**config.mk**
```make
export PLATFORM = sky130hd
export DESIGN_NAME = mlt_cell
export DESIGN_NICKNAME = d
export VERILOG_FILES = /design/src/rtl/mlt_pkg.sv /design/src/rtl/mlt_cell.sv
export SDC_FILE = /design/constraint.sdc
export NUM_CORES = 1
export LEC_CHECK = 0
export ABC_AREA = 0
export BUFFER_PORTS_ARGS = -buffer_cell sky130_fd_sc_hd__buf_4
export CORE_UTILIZATION = 45
export DETAILED_ROUTE_END_ITERATION = 12
export GPL_TIMING_DRIVEN = 0
export PLACE_DENSITY = 0.67
export RECOVER_POWER = 25
export SYNTH_ARGS = -nofsm -noshare
export SYNTH_HDL_FRONTEND = slang
export SYNTH_SLANG_ARGS = --single-unit
```
**constraint.sdc**
```tcl
create_clock -name clk -period 9 [get_ports clk]
set_input_delay 0.9 -clock clk [delete_from_list [all_inputs] [get_ports clk]]
set_output_delay 0.9 -clock clk [all_outputs]
set_load 0.02 [all_outputs]
```
**src/rtl/mlt_pkg.sv**
```systemverilog
`timescale 1ns / 1ps
// ----------------------------------------------------------------------------
// mlt_pkg
// Types and constants of the MAC learning table: operation and status codes,
// the command broadcast to the cells and the link handed along the chain.
// ----------------------------------------------------------------------------
package mlt_pkg;

  localparam int MAC_W    = 48;
  localparam int PORT_W   = 4;
  localparam int KIND_W   = 3;
  localparam int STATUS_W = 2;
  localparam int LIMIT_W  = 16;

  localparam logic [LIMIT_W-1:0] AGE_LIMIT_RESET = 16'd300;

  typedef enum logic [KIND_W-1:0] {
    KIND_LEARN  = 3'd0,
    KIND_LOOKUP = 3'd1,
    KIND_ADD    = 3'd2,
    KIND_DELETE = 3'd3,
    KIND_TICK   = 3'd4
  } kind_t;

  typedef enum logic [STATUS_W-1:0] {
    ST_DONE    = 2'd0,
    ST_PRESENT = 2'd1,
    ST_FULL    = 2'd2,
    ST_MISSING = 2'd3
  } status_t;

  typedef enum logic [1:0] {
    S_IDLE = 2'd0,
    S_BUSY = 2'd1,
    S_HOLD = 2'd2
  } state_t;

  // Operation held for the whole walk down the chain
  typedef struct packed {
    logic [KIND_W-1:0]  kind;
    logic [MAC_W-1:0]   mac;
    logic [PORT_W-1:0]  port;
    logic               stat;
    logic [LIMIT_W-1:0] age_limit;
  } cmd_t;

  // Token passed from cell to cell
  typedef struct packed {
    logic              active;
    logic              found;
    logic              free_seen;
    logic [PORT_W-1:0] port;
  } link_t;

  // End-of-walk control back to every cell
  typedef struct packed {
    logic fin;
    logic commit;
  } ctl_t;

endpackage

```
**src/rtl/mlt_cell.sv**
```systemverilog
`timescale 1ns / 1ps
// ----------------------------------------------------------------------------
// mlt_cell
// One table slot. Acts on the command in the cycle the token reaches it and
// hands the updated token to the next slot.
// ----------------------------------------------------------------------------
module mlt_cell #(
  parameter int AGE_BITS = 16
) (
  input  logic           clk,
  input  logic           rst_n,
  input  mlt_pkg::cmd_t  cmd,
  input  mlt_pkg::ctl_t  ctl,
  input  mlt_pkg::link_t link_in,
  output mlt_pkg::link_t link_out
);

  localparam int CMP_W = (AGE_BITS > mlt_pkg::LIMIT_W) ? AGE_BITS : mlt_pkg::LIMIT_W;

  logic                        valid_r, valid_nxt;
  logic                        claim_r, claim_nxt;
  logic [mlt_pkg::MAC_W-1:0]   mac_r, mac_nxt;
  logic [mlt_pkg::PORT_W-1:0]  port_r, port_nxt;
  logic                        stat_r, stat_nxt;
  logic [AGE_BITS-1:0]         age_r, age_nxt;
  mlt_pkg::link_t              link_r, link_nxt;

  logic                        match;
  logic                        take;
  logic                        is_insert;
  logic                        claim;
  logic [AGE_BITS-1:0]         age_inc;

  assign match     = valid_r && (mac_r == cmd.mac);
  assign take      = link_in.active && match && !link_in.found;
  assign is_insert = (cmd.kind == mlt_pkg::KIND_LEARN) || (cmd.kind == mlt_pkg::KIND_ADD);
  // lowest free slot takes the entry provisionally; valid follows on commit
  assign claim     = link_in.active && is_insert && !valid_r &&
                     !link_in.free_seen && !link_in.found;
  assign age_inc   = (age_r == {AGE_BITS{1'b1}}) ? age_r : age_r + AGE_BITS'(1);

  always_comb begin
    valid_nxt = valid_r;
    claim_nxt = claim_r;
    mac_nxt   = mac_r;
    port_nxt  = port_r;
    stat_nxt  = stat_r;
    age_nxt   = age_r;
    link_nxt  = '0;
    if (link_in.active) begin
      link_nxt = link_in;
      if (take) begin
        link_nxt.found = 1'b1;
        link_nxt.port  = port_r;
        unique case (cmd.kind)
          mlt_pkg::KIND_LEARN: begin
            if (!stat_r) port_nxt = cmd.port;
          end
          mlt_pkg::KIND_LOOKUP: age_nxt   = '0;
          mlt_pkg::KIND_DELETE: valid_nxt = 1'b0;
          default: ;
        endcase
      end
      if (claim) begin
        link_nxt.free_seen = 1'b1;
        claim_nxt = 1'b1;
        mac_nxt   = cmd.mac;
        port_nxt  = cmd.port;
        stat_nxt  = (cmd.kind == mlt_pkg::KIND_ADD) && cmd.stat;
        age_nxt   = '0;
      end
      if ((cmd.kind == mlt_pkg::KIND_TICK) && valid_r) begin
        age_nxt = age_inc;
        if (CMP_W'(age_inc) >= CMP_W'(cmd.age_limit)) valid_nxt = 1'b0;
      end
    end
    if (ctl.fin) begin
      claim_nxt = 1'b0;
      if (ctl.commit && claim_r) valid_nxt = 1'b1;
    end
  end

  always_ff @(posedge clk) begin
    if (!rst_n) begin
      valid_r <= 1'b0;
      claim_r <= 1'b0;
      link_r  <= '0;
    end else begin
      valid_r <= valid_nxt;
      claim_r <= claim_nxt;
      link_r  <= link_nxt;
    end
  end

  always_ff @(posedge clk) begin
    mac_r  <= mac_nxt;
    port_r <= port_nxt;
    stat_r <= stat_nxt;
    age_r  <= age_nxt;
  end

  assign link_out = link_r;

endmodule

```
==> run_results.csv <==
group,metric,value,unit
hold_path,min_to,"claim_r",
layout,stdcell_area,0.004962,mm²
layout,area_growth,24.48,%
cts,post_cts_buffers,0,
logic_synthesis,synthTopCellsByCount,"edfxtp_1, xnor2_1, inv_1",
global_routing,grt_pass1_wl,13050,µm
hold_path,min_path_cells,2,
floorplanning,die_x,96.12,µm
logic_synthesis,synthArstFlopShare,0,
floorplanning,die_h,96.12,µm
detailed_routing,post-route-drc-count,0,
setup_path,worstSetupPathDepth,14,
global_routing,grt_pass1_vias,2832,
logic_synthesis,postSynthAreaPerCell,12.27,µm²
timing,rsz0062_at_grt,"no",
timing,tightest_slew,0.8716,ns
cts,cts_hold_buf,0,
timing,fin_crit,3.186,ns
setup_path,start_kind,"register",
detailed_routing,num_vias,2814,
timing,setup_viol,0,
power_and_ir_drop,total_power,0.0007449,W
status,outcome,"finished, final reports clean",
cts,cts_root_buf,"clkbuf_8",
logic_synthesis,ys_seq_area_frac,0.5650,
layout,layout.nets,532,
logic_synthesis,synth_edf_count,69,
setup_path,max_stage_delay,0.45,ns
logic_synthesis,ys_types,47,
power_and_ir_drop,p_leak,1.926,nW
floorplanning,rows,33,
setup_path,r2r_slack,5.81,ns
floorplanning,die-area,0.009239,mm²
global_routing,grt.overflow.total,0,
detailed_routing,routed_wl,8151,µm
setup_path,path_class,"reg2reg",
global_routing,track_usage,0.1905,
timing,hold_violations,0,
setup_path,path_buf_inv,1,
logic_synthesis,synthTopCellsByArea,"edfxtp_1, xnor2_1, ha_1",
setup_path,worstPathMaxFanout,10,
detailed_routing,vias_per_cell,5.192,
flow_run,drv_cap,0,
cts,cts_resized,0,
layout,diodes,0,
setup_path,worstPathRequired,9.29,ns
setup_path,r2r-end,"valid_r",
setup_path,endpoint_kind,"register",
setup_path,critical_path_arrival,3.47,ns
setup_path,critical-path-top-delay-family,"simple AND/OR/NAND/NOR gates",
hold_path,min_path_type,"reg2reg",
power_and_ir_drop,ir_worst_vdd,0.07454,mV
logic_synthesis,ys_warn_count,0,
timing,final_max_slew_viol_count,0,
logic_synthesis,yosysMostFrequentCell,"edfxtp_1",
detailed_routing,avgRoutedWirePerCell,15.04,µm
cts,cts_tree,"built",
cts,htreeDepth,3,
floorplanning,initial_core_util,0.4756,
detailed_routing,drt_iter0_drc,171,
logic_synthesis,netlist_area,0.003986,mm²
setup_path,rr_startpoint,"age_r[0]",
logic_synthesis,synth_fp_nets,425,
setup_path,cp_cell_sequence,"ha_1 > and4_1 > and4_1 > nand2_2 > buf_4 > nand3_1 > xnor2_1 > ha_1 > a21oi_1 > nor2_1 > a211oi_1 > o211ai_1 > nor4_1 > a22o_1",
floorplanning,ioPinCount,90,
power_and_ir_drop,power_density,150.1,mW/mm²
cts,clk_latency,0.34,ns
cts,path_clk_slew,0.08,ns
cts,clock-sinks,78,
layout,drive_gt1_frac,0.2197,
place,placed_cell_area,0.004845,mm²
floorplanning,core_area,0.008382,mm²
global_routing,grt_max_degree,17,
place,place_congestion,0.8402,
logic_synthesis,synthCells,325,
timing,fin_tns_setup,0,ns
detailed_routing,drt-pass1-iter-count,4,
logic_synthesis,synth_seq_cells,78,
global_routing,antenna_found_initial,0,
cts,cts_buffers,9,
setup_path,reg2reg_depth,14,
logic_synthesis,yosys.area.top_type,"edfxtp_1",
logic_synthesis,netlist.area_leader.share,0.5198,
setup_path,critPathSlowestCell,"edfxtp_1",
timing,relSlewSlack,0.4190,
place,io_buffers,89,
place,dpl.hpwl,6409,µm
cts,cts_max_path_buffers,2,
detailed_routing,antenna_left,0,
hold_path,worstHoldStart,"claim_r",
timing,fin_crit_sh,0.3540,
timing,fin_skew,0.008024,ns
logic_synthesis,synth_ff_type,"edfxtp_1",
timing,max_clock_freq,0.3139,GHz
routing by layer:
layer  up-vias  track usage  wire length, µm
met5         -            0                0
met4         0      0.07214              138
met3        12      0.03949              417
met2        79       0.3061             3817
met1      1312       0.2531             3778
li1       1411            -                -
cell usage in the layout, fill, tap and decap left out, drive strengths merged, types with 2 or more instances in the layout:
cell and instances:
nand4 15, dfxtp 9, nor4 8, nor4b 2, xnor2 35, o2111ai 2, a31oi 5, and4 7
buf 61, clkinv 5, edfxtp 69, nor2 12, inv 29, and3 5, a211oi 2, nor3 3
nand2 16, ha 17, nand3 12, and2 12, o21ai 8, o22ai 2, nand2b 3, a21o 2
clkbuf 49, nor2b 4, a21oi 14, xor2 15, bufinv 2
flip-flops by register name, summed over array words and instances, names as in the netlist:
signal    flops
age_r        16
link_out      7
mac_r        48
valid_r       1
claim_r       1
stat_r        1
port_r        4
stage by stage:
stage / hold slack, ns / cells / worst slack (ns) / util
3_5_place_dp: 0.4867 / 526 / 5.120 / 0.5780
2_1_floorplan: 0.4729 / 325 / 1.334 / -
3_3_place_gp: 0.4827 / 519 / -1.519 / 0.5710
4_1_cts: 0.4988 / 542 / 5.492 / 0.6035
5_1_grt: 0.5209 / 542 / 5.599 / 0.5920
6_report: 0.4948 / 542 / 5.814 / 0.5920
power by group:
part / internal [W] / switching (W) / total, W
sequential: 0.000397 / 0.00000179 / 0.000398
clock: 0.000156 / 0.000127 / 0.000283
combinational: 0.0000333 / 0.0000299 / 0.0000632
total: 0.000586 / 0.000159 / 0.000745
worst min-delay path: cells and delay by family, from the launching register on:
kind             cells  cell delay [ns]
flip-flops           1             0.31
AND/OR/NAND/NOR      2             0.14
cell type report:
class | count | area (µm²)
timing repair buffer | 96 | 615.6
fill | 739 | 3420
inverter | 30 | 112.6
clock inverter | 6 | 86.33
sequential | 78 | 2252
multi-input combinational | 213 | 1603
clock buffer | 10 | 127.6
tap | 105 | 131.4
buffer | 4 | 33.78
kinds of logic (layout without fill, tap and decap cells):
group,count (synthesis),in the layout,synth area share
xor+xnor,50,50,0.1099
simple gates,100,100,0.1538
buf+inv,34,146,0.03672
flops,78,78,0.5650
mux,2,2,0.005336
fa+ha+maj,17,17,0.05336
compound gates,44,44,0.07596
worst max path at each step:
stage | startpoint | endpoint | slack (ns)
global placement | link_in[5] | age_r[10] | -1.52
finish | age_r[0] | valid_r | 5.81
global route | age_r[0] | valid_r | 5.60
floorplan | link_in[5] | age_r[0] | 1.33
CTS | cmd[40] | age_r[8] | 5.49
detailed placement | cmd[40] | age_r[8] | 5.12
(Power assumes the default switching activity.)
