File: config.mk
export PLATFORM = sky130hd
export DESIGN_NAME = mlt_ctrl_flat
export DESIGN_NICKNAME = d
export VERILOG_FILES = /design/src/rtl/mlt_pkg.sv /design/src/rtl/mlt_in_if.sv /design/src/rtl/mlt_out_if.sv /design/src/rtl/mlt_cfg_if.sv /design/src/rtl/mlt_ctrl.sv /design/src/flat_wrapper.sv
export SDC_FILE = /design/constraint.sdc
export NUM_CORES = 1
export LEC_CHECK = 0
export BUFFER_PORTS_ARGS = -buffer_cell sky130_fd_sc_hd__clkbuf_2
export CAP_MARGIN = 30
export CELL_PAD_IN_SITES_DETAIL_PLACEMENT = 0
export CELL_PAD_IN_SITES_GLOBAL_PLACEMENT = 1
export CORE_ASPECT_RATIO = 0.5
export CORE_MARGIN = 2
export CORE_UTILIZATION = 34
export CTS_BUF_LIST = sky130_fd_sc_hd__clkbuf_4
export DETAILED_ROUTE_END_ITERATION = 8
export GPL_TIMING_DRIVEN = 0
export PLACE_DENSITY = 0.8
export SKIP_CTS_REPAIR_TIMING = 1
export SLEW_MARGIN = 40
export SYNTH_ARGS = -nofsm -noshare
export SYNTH_HDL_FRONTEND = slang
export SYNTH_SLANG_ARGS = --single-unit
export TNS_END_PERCENT = 30
File: constraint.sdc
create_clock -name clk -period 7.1 [get_ports clk]
set_input_delay 1.775 -clock clk [delete_from_list [all_inputs] [get_ports clk]]
set_output_delay 1.775 -clock clk [all_outputs]
set_load 0.005 [all_outputs]
File: src/rtl/mlt_pkg.sv
`timescale 1ns / 1ps
// ----------------------------------------------------------------------------
// mlt_pkg
// Types and constants of the MAC learning table: operation and status codes,
// the command broadcast to the cells and the link handed along the chain.
// ----------------------------------------------------------------------------
package mlt_pkg;

  localparam int MAC_W    = 48;
  localparam int PORT_W   = 4;
  localparam int KIND_W   = 3;
  localparam int STATUS_W = 2;
  localparam int LIMIT_W  = 16;

  localparam logic [LIMIT_W-1:0] AGE_LIMIT_RESET = 16'd300;

  typedef enum logic [KIND_W-1:0] {
    KIND_LEARN  = 3'd0,
    KIND_LOOKUP = 3'd1,
    KIND_ADD    = 3'd2,
    KIND_DELETE = 3'd3,
    KIND_TICK   = 3'd4
  } kind_t;

  typedef enum logic [STATUS_W-1:0] {
    ST_DONE    = 2'd0,
    ST_PRESENT = 2'd1,
    ST_FULL    = 2'd2,
    ST_MISSING = 2'd3
  } status_t;

  typedef enum logic [1:0] {
    S_IDLE = 2'd0,
    S_BUSY = 2'd1,
    S_HOLD = 2'd2
  } state_t;

  // Operation held for the whole walk down the chain
  typedef struct packed {
    logic [KIND_W-1:0]  kind;
    logic [MAC_W-1:0]   mac;
    logic [PORT_W-1:0]  port;
    logic               stat;
    logic [LIMIT_W-1:0] age_limit;
  } cmd_t;

  // Token passed from cell to cell
  typedef struct packed {
    logic              active;
    logic              found;
    logic              free_seen;
    logic [PORT_W-1:0] port;
  } link_t;

  // End-of-walk control back to every cell
  typedef struct packed {
    logic fin;
    logic commit;
  } ctl_t;

endpackage

File: src/rtl/mlt_in_if.sv
`timescale 1ns / 1ps
// ----------------------------------------------------------------------------
// mlt_in_if
// Operation channel: valid/ready with kind, address, port and static flag.
// ----------------------------------------------------------------------------
interface mlt_in_if;
  logic                         valid;
  logic                         ready;
  logic [mlt_pkg::KIND_W-1:0]   kind;
  logic [mlt_pkg::MAC_W-1:0]    mac;
  logic [mlt_pkg::PORT_W-1:0]   port;
  logic                         entry_static;

  modport source (output valid, kind, mac, port, entry_static, input ready);
  modport sink   (input valid, kind, mac, port, entry_static, output ready);
endinterface

File: src/rtl/mlt_out_if.sv
`timescale 1ns / 1ps
// ----------------------------------------------------------------------------
// mlt_out_if
// Result channel: valid/ready with hit flag, stored port and status.
// ----------------------------------------------------------------------------
interface mlt_out_if;
  logic                           valid;
  logic                           ready;
  logic                           hit;
  logic [mlt_pkg::PORT_W-1:0]     out_port;
  logic [mlt_pkg::STATUS_W-1:0]   status;

  modport source (output valid, hit, out_port, status, input ready);
  modport sink   (input valid, hit, out_port, status, output ready);
endinterface

File: src/rtl/mlt_cfg_if.sv
`timescale 1ns / 1ps
// ----------------------------------------------------------------------------
// mlt_cfg_if
// Configuration write channel for the age limit register.
// ----------------------------------------------------------------------------
interface mlt_cfg_if;
  logic                          valid;
  logic                          ready;
  logic [mlt_pkg::LIMIT_W-1:0]   data;

  modport source (output valid, data, input ready);
  modport sink   (input valid, data, output ready);
endinterface

File: src/rtl/mlt_ctrl.sv
`timescale 1ns / 1ps
// ----------------------------------------------------------------------------
// mlt_ctrl
// Channel control: takes one operation, launches the token into the chain,
// settles the result at the chain end and holds it for the output.
// ----------------------------------------------------------------------------
module mlt_ctrl (
  input  logic            clk,
  input  logic            rst_n,
  mlt_in_if.sink          in_if,
  mlt_out_if.source       out_if,
  mlt_cfg_if.sink         cfg_if,
  output mlt_pkg::cmd_t   cmd,
  output mlt_pkg::ctl_t   ctl,
  output mlt_pkg::link_t  link_head,
  input  mlt_pkg::link_t  link_tail
);

  mlt_pkg::state_t                 state_r, state_nxt;
  logic                            start_r, start_nxt;
  logic                            out_valid_r, out_valid_nxt;
  logic [mlt_pkg::LIMIT_W-1:0]     age_limit_r;
  mlt_pkg::cmd_t                   cmd_r;

  logic                            hold_hit_r;
  logic [mlt_pkg::PORT_W-1:0]      hold_port_r;
  logic [mlt_pkg::STATUS_W-1:0]    hold_status_r;
  logic                            out_hit_r;
  logic [mlt_pkg::PORT_W-1:0]      out_port_r;
  logic [mlt_pkg::STATUS_W-1:0]    out_status_r;

  logic                            in_acc;
  logic                            cfg_acc;
  logic                            fin;
  logic                            load_out;
  logic                            is_insert;
  logic                            res_hit;
  logic [mlt_pkg::PORT_W-1:0]      res_port;
  logic [mlt_pkg::STATUS_W-1:0]    res_status;
  logic [mlt_pkg::STATUS_W-1:0]    ins_status;

  assign in_if.ready  = (state_r == mlt_pkg::S_IDLE);
  assign in_acc       = in_if.valid && in_if.ready;
  assign cfg_if.ready = 1'b1;
  assign cfg_acc      = cfg_if.valid && cfg_if.ready;
  assign fin          = link_tail.active;
  assign is_insert    = (cmd_r.kind == mlt_pkg::KIND_LEARN) || (cmd_r.kind == mlt_pkg::KIND_ADD);

  always_comb begin
    state_nxt = state_r;
    start_nxt = 1'b0;
    load_out  = 1'b0;
    unique case (state_r)
      mlt_pkg::S_IDLE: begin
        if (in_acc) begin
          state_nxt = mlt_pkg::S_BUSY;
          start_nxt = 1'b1;
        end
      end
      mlt_pkg::S_BUSY: begin
        if (fin) state_nxt = mlt_pkg::S_HOLD;
      end
      mlt_pkg::S_HOLD: begin
        if (!out_valid_r || out_if.ready) begin
          load_out  = 1'b1;
          state_nxt = mlt_pkg::S_IDLE;
        end
      end
      default: state_nxt = mlt_pkg::S_IDLE;
    endcase
    out_valid_nxt = load_out ? 1'b1 : (out_valid_r && !out_if.ready);
  end

  // result from the token as it leaves the last slot
  always_comb begin
    res_hit    = 1'b0;
    res_port   = '0;
    res_status = mlt_pkg::ST_DONE;
    ins_status = link_tail.free_seen ? mlt_pkg::ST_DONE : mlt_pkg::ST_FULL;
    unique case (mlt_pkg::kind_t'(cmd_r.kind)) inside
      mlt_pkg::KIND_LEARN, mlt_pkg::KIND_ADD: begin
        res_hit    = link_tail.found;
        res_status = link_tail.found ? mlt_pkg::ST_PRESENT : ins_status;
      end
      mlt_pkg::KIND_LOOKUP: begin
        res_hit    = link_tail.found;
        res_port   = link_tail.found ? link_tail.port : '0;
        res_status = link_tail.found ? mlt_pkg::ST_DONE : mlt_pkg::ST_MISSING;
      end
      mlt_pkg::KIND_DELETE: begin
        res_hit    = link_tail.found;
        res_status = link_tail.found ? mlt_pkg::ST_DONE : mlt_pkg::ST_MISSING;
      end
      default: ;
    endcase
  end

  always_ff @(posedge clk) begin
    if (!rst_n) begin
      state_r     <= mlt_pkg::S_IDLE;
      start_r     <= 1'b0;
      out_valid_r <= 1'b0;
      age_limit_r <= mlt_pkg::AGE_LIMIT_RESET;
    end else begin
      state_r     <= state_nxt;
      start_r     <= start_nxt;
      out_valid_r <= out_valid_nxt;
      if (cfg_acc) age_limit_r <= cfg_if.data;
    end
  end

  always_ff @(posedge clk) begin
    if (in_acc) begin
      cmd_r.kind      <= in_if.kind;
      cmd_r.mac       <= in_if.mac;
      cmd_r.port      <= in_if.port;
      cmd_r.stat      <= in_if.entry_static;
      // a limit written on the same edge applies to this transaction
      cmd_r.age_limit <= cfg_acc ? cfg_if.data : age_limit_r;
    end
    if (fin) begin
      hold_hit_r    <= res_hit;
      hold_port_r   <= res_port;
      hold_status_r <= res_status;
    end
    if (load_out) begin
      out_hit_r    <= hold_hit_r;
      out_port_r   <= hold_port_r;
      out_status_r <= hold_status_r;
    end
  end

  assign cmd = cmd_r;

  assign ctl.fin    = fin;
  assign ctl.commit = fin && is_insert && !link_tail.found && link_tail.free_seen;

  assign link_head.active    = start_r;
  assign link_head.found     = 1'b0;
  assign link_head.free_seen = 1'b0;
  assign link_head.port      = '0;

  assign out_if.valid    = out_valid_r;
  assign out_if.hit      = out_hit_r;
  assign out_if.out_port = out_port_r;
  assign out_if.status   = out_status_r;

endmodule

File: src/flat_wrapper.sv
// flat-port wrapper written by rule: the top's interface ports become plain ports
module mlt_ctrl_flat 
  (clk, rst_n, cmd, ctl, link_head, link_tail, in_if_valid, in_if_kind, in_if_mac, in_if_port, in_if_entry_static, in_if_ready, out_if_valid, out_if_hit, out_if_out_port, out_if_status, out_if_ready, cfg_if_valid, cfg_if_data, cfg_if_ready);
  mlt_in_if in_if_i ();
  mlt_out_if out_if_i ();
  mlt_cfg_if cfg_if_i ();
  input  logic clk;
  input  logic rst_n;
  output mlt_pkg::cmd_t cmd;
  output mlt_pkg::ctl_t ctl;
  output mlt_pkg::link_t link_head;
  input  mlt_pkg::link_t link_tail;
  input wire logic [$bits(in_if_i.valid)-1:0] in_if_valid;
  input wire logic [$bits(in_if_i.kind)-1:0] in_if_kind;
  input wire logic [$bits(in_if_i.mac)-1:0] in_if_mac;
  input wire logic [$bits(in_if_i.port)-1:0] in_if_port;
  input wire logic [$bits(in_if_i.entry_static)-1:0] in_if_entry_static;
  output wire logic [$bits(in_if_i.ready)-1:0] in_if_ready;
  output wire logic [$bits(out_if_i.valid)-1:0] out_if_valid;
  output wire logic [$bits(out_if_i.hit)-1:0] out_if_hit;
  output wire logic [$bits(out_if_i.out_port)-1:0] out_if_out_port;
  output wire logic [$bits(out_if_i.status)-1:0] out_if_status;
  input wire logic [$bits(out_if_i.ready)-1:0] out_if_ready;
  input wire logic [$bits(cfg_if_i.valid)-1:0] cfg_if_valid;
  input wire logic [$bits(cfg_if_i.data)-1:0] cfg_if_data;
  output wire logic [$bits(cfg_if_i.ready)-1:0] cfg_if_ready;
  assign in_if_i.valid = in_if_valid;
  assign in_if_i.kind = in_if_kind;
  assign in_if_i.mac = in_if_mac;
  assign in_if_i.port = in_if_port;
  assign in_if_i.entry_static = in_if_entry_static;
  assign in_if_ready = in_if_i.ready;
  assign out_if_valid = out_if_i.valid;
  assign out_if_hit = out_if_i.hit;
  assign out_if_out_port = out_if_i.out_port;
  assign out_if_status = out_if_i.status;
  assign out_if_i.ready = out_if_ready;
  assign cfg_if_i.valid = cfg_if_valid;
  assign cfg_if_i.data = cfg_if_data;
  assign cfg_if_ready = cfg_if_i.ready;
  mlt_ctrl u_core (.clk(clk), .rst_n(rst_n), .in_if(in_if_i), .out_if(out_if_i), .cfg_if(cfg_if_i), .cmd(cmd), .ctl(ctl), .link_head(link_head), .link_tail(link_tail));
endmodule
==> results.py <==
metrics = {
    "timing": {
        "layout_worst_path_cycle_share": 0.5780,
        "final_slew_viol_count": 0,
        "finalHoldViolCount": 0,
        "finalSetupViolations": 0,
        "worst-slew-pin-transition_ps": 716.1,
        "setup_tns_ps": 0,
        "max_slew_margin": 0.5216,
        "clock_skew_ps": 13.70,
        "fmaxAchievable_mhz": 243.7,
        "tmin_final_ps": 4104,
        "grt_setup_unrepaired": "no",
        "post-route-worst-setup-slack_ps": 2996,
    },
    "clock_tree": {
        "cts_htree_levels": 3,
        "cts_sinks": 106,
        "clk_path_buf_depth": 2,
        "cell_chosen_for_the_clock_root": "clkbuf_4",
        "cts-buffers-inserted": 9,
        "clkSlewWorstSetupHoldPaths_ps": 150,
        "clk-insertion-delay-late_ps": 450,
        "clock_tree_from_tritoncts": "built",
    },
    "logic_synthesis": {
        "synth.top_cells.by_area": "edfxtp_1 (72%), dfxtp_1 (11%), mux2_4 (5.9%)",
        "synthDominantCellAreaShare": 0.7199,
        "ys_seq_elements": 106,
        "yosys.cell_types.count": 25,
        "post_synth.cell_area_avg_um2": 20.27,
        "share_of_synthesized_area_occupied_by_flip_flops_and_latches": 0.8315,
        "synthesized_netlist_cell_count": 177,
        "synth-async-reset-ratio": 0,
        "synth_enable_flop_cells": 86,
        "netlist_area_um2": 3587,
        "synth_warnings": 0,
        "synth_ff_type": "edfxtp_1",
        "synthDominantAreaCellType": "edfxtp_1",
    },
    "floorplanning": {
        "die_span_in_y_um": 76.63,
        "starting_density_of_the_core": 0.3501,
        "die_x_um": 149.3,
        "die_area_um2": 11440,
        "rows": 26,
        "design.portCount": 175,
        "core-area_um2": 10250,
    },
    "worst_setup_path": {
        "type_of_element_capturing_the_critical_path": "primary output",
        "worst-endpoint-arrival_ps": 2330,
        "startpoint_types": "input port",
        "worst_ep_required_time_ps": 5330,
        "crit_path_max_fanout": 11,
        "critical_path_class": "in2out",
        "timing.reg2reg.worst_path_depth": 3,
    },
    "power": {
        "powerDensity_nw_per_um2": 243.3,
        "irDropWorstVdd_mv": 0.08333,
        "leakage_power_figure_nw": 2.120,
        "fin_total_pwr_mw": 1.179,
    },
    "route": {
        "via_per_inst": 4.078,
        "antenna_left": 0,
        "dr_total_vias": 2080,
        "drt_iter0_drc": 120,
        "drt_wl_total_um": 7543,
        "routed_length_per_instance_um": 14.79,
        "remaining_drc_errors": 0,
        "first_pass_iters": 4,
    },
    "place": {
        "dpl_worst_slack_ps": 2983,
        "portBuffers": 166,
        "gp_congestion": 0.7583,
        "hpwl_reported_at_the_end_of_detailed_placement_um": 5925,
        "place.detailed.instances": 494,
    },
    "final_layout": {
        "drive_gt1_frac": 0.6000,
        "antenna_cells": 0,
        "finalNetCount": 449,
        "layout_commonest_cell": "clkbuf_2",
        "stdcell_count": 510,
        "final_cell_mix": "clkbuf_2 (166), edfxtp_1 (86), dfxtp_1 (20)",
        "areaGrowthSynthToFinish_pct": 35.02,
        "layout.core_utilization": 0.4727,
    },
    "grt": {
        "grt.total_usage": 0.1334,
        "first_global_vias": 2104,
        "largest_net_degree_at_the_start_of_global_routing": 18,
        "grt_first_pass_wirelength_um": 11270,
        "antenna_found_initial": 0,
        "grt-ovfl-total": 0,
    },
    "run_status": {
        "run_status": "finished, final reports clean",
    },
    "worst_hold_path": {
        "timing.hold.worst_path_depth": 0,
        "hold_path_class": "reg2reg",
    },
    "run": {
        "max_cap_viol_count": 0,
    },
}
cell type report:
type,instances,area (µm²)
fill,899,5404
sequential,106,2983
timing repair buffer,172,890.9
multi-input combinational,63,528.0
tap,140,175.2
buffer,12,102.6
clock buffer,11,82.58
clock inverter,5,77.57
inverter,1,3.754
through the flow:
step,hold slack [ps],instance area [µm²]
floorplan,400.3,3611
global placement,402.1,4617
detailed placement,406.3,4683
CTS,444.2,4843
global route,447.2,4843
finish,442.3,4843
worst paths after layout:
| kind | to | slack, ps | startpoint |
|---|---|---|---|
| max reg2reg | u_core.cmd[37] | 5330 | u_core.state_r[1] |
| min reg2reg | u_core.out_if.status[1] | 440 | u_core.hold_status_r[1] |
| max | ctl[0] | 3000 | link_tail[6] |
| min | u_core.out_if.status[1] | 440 | u_core.hold_status_r[1] |
per-layer routing:
layer	vias to the layer above	track usage	routed length (µm)
met5	-	0	0
met4	0	0.05048	130
met3	13	0.04790	333
met2	46	0.2424	4133
met1	1009	0.1422	2945
li1	1012	-	-
cell usage after synthesis, types with 2 or more instances:
library cell and instances:
nor2_1 4, dfxtp_1 20, or2_2 4, nand2b_1 2, and2_1 16, conb_1 2, nor2b_1 3, mux2_2 2
a21oi_1 2, edfxtp_1 86, mux2_4 14, buf_4 9
kinds of logic after synthesis:
| logic type | synth area share |
|---|---|
| other | 0.002094 |
| AOI/OAI and AO/OA | 0.005233 |
| muxes | 0.06488 |
| DFF | 0.8315 |
| xor gates and xnor gates | 0.002442 |
| buffers and inverters | 0.02964 |
| and+or+nand+nor | 0.06418 |
state kept, by name, summed over array words and instances, names as in the netlist:
signal and cells:
u_core.age_limit_r 16, u_core.cmd 72, u_core.hold_hit_r 1, u_core.hold_port_r 4, u_core.hold_status_r 2, u_core.out_if.hit 1
u_core.out_if.out_port 4, u_core.out_if.status 2, u_core.out_if.valid 1, u_core.start_r 1, u_core.state_r 2
report_power, final:
group / internal (mW) / switching, mW / leakage [nW] / total [mW]
clock: 0.151 / 0.188 / 0.0917 / 0.339
sequential: 0.717 / 0.0115 / 0.989 / 0.728
combinational: 0.0608 / 0.0505 / 1.04 / 0.111
total: 0.929 / 0.250 / 2.12 / 1.18
worst max-delay path, cell delays in order:
cell	delay, ps
clkbuf_2	240
and3_1	200
clkbuf_2	110
(Power assumes the default switching activity.)
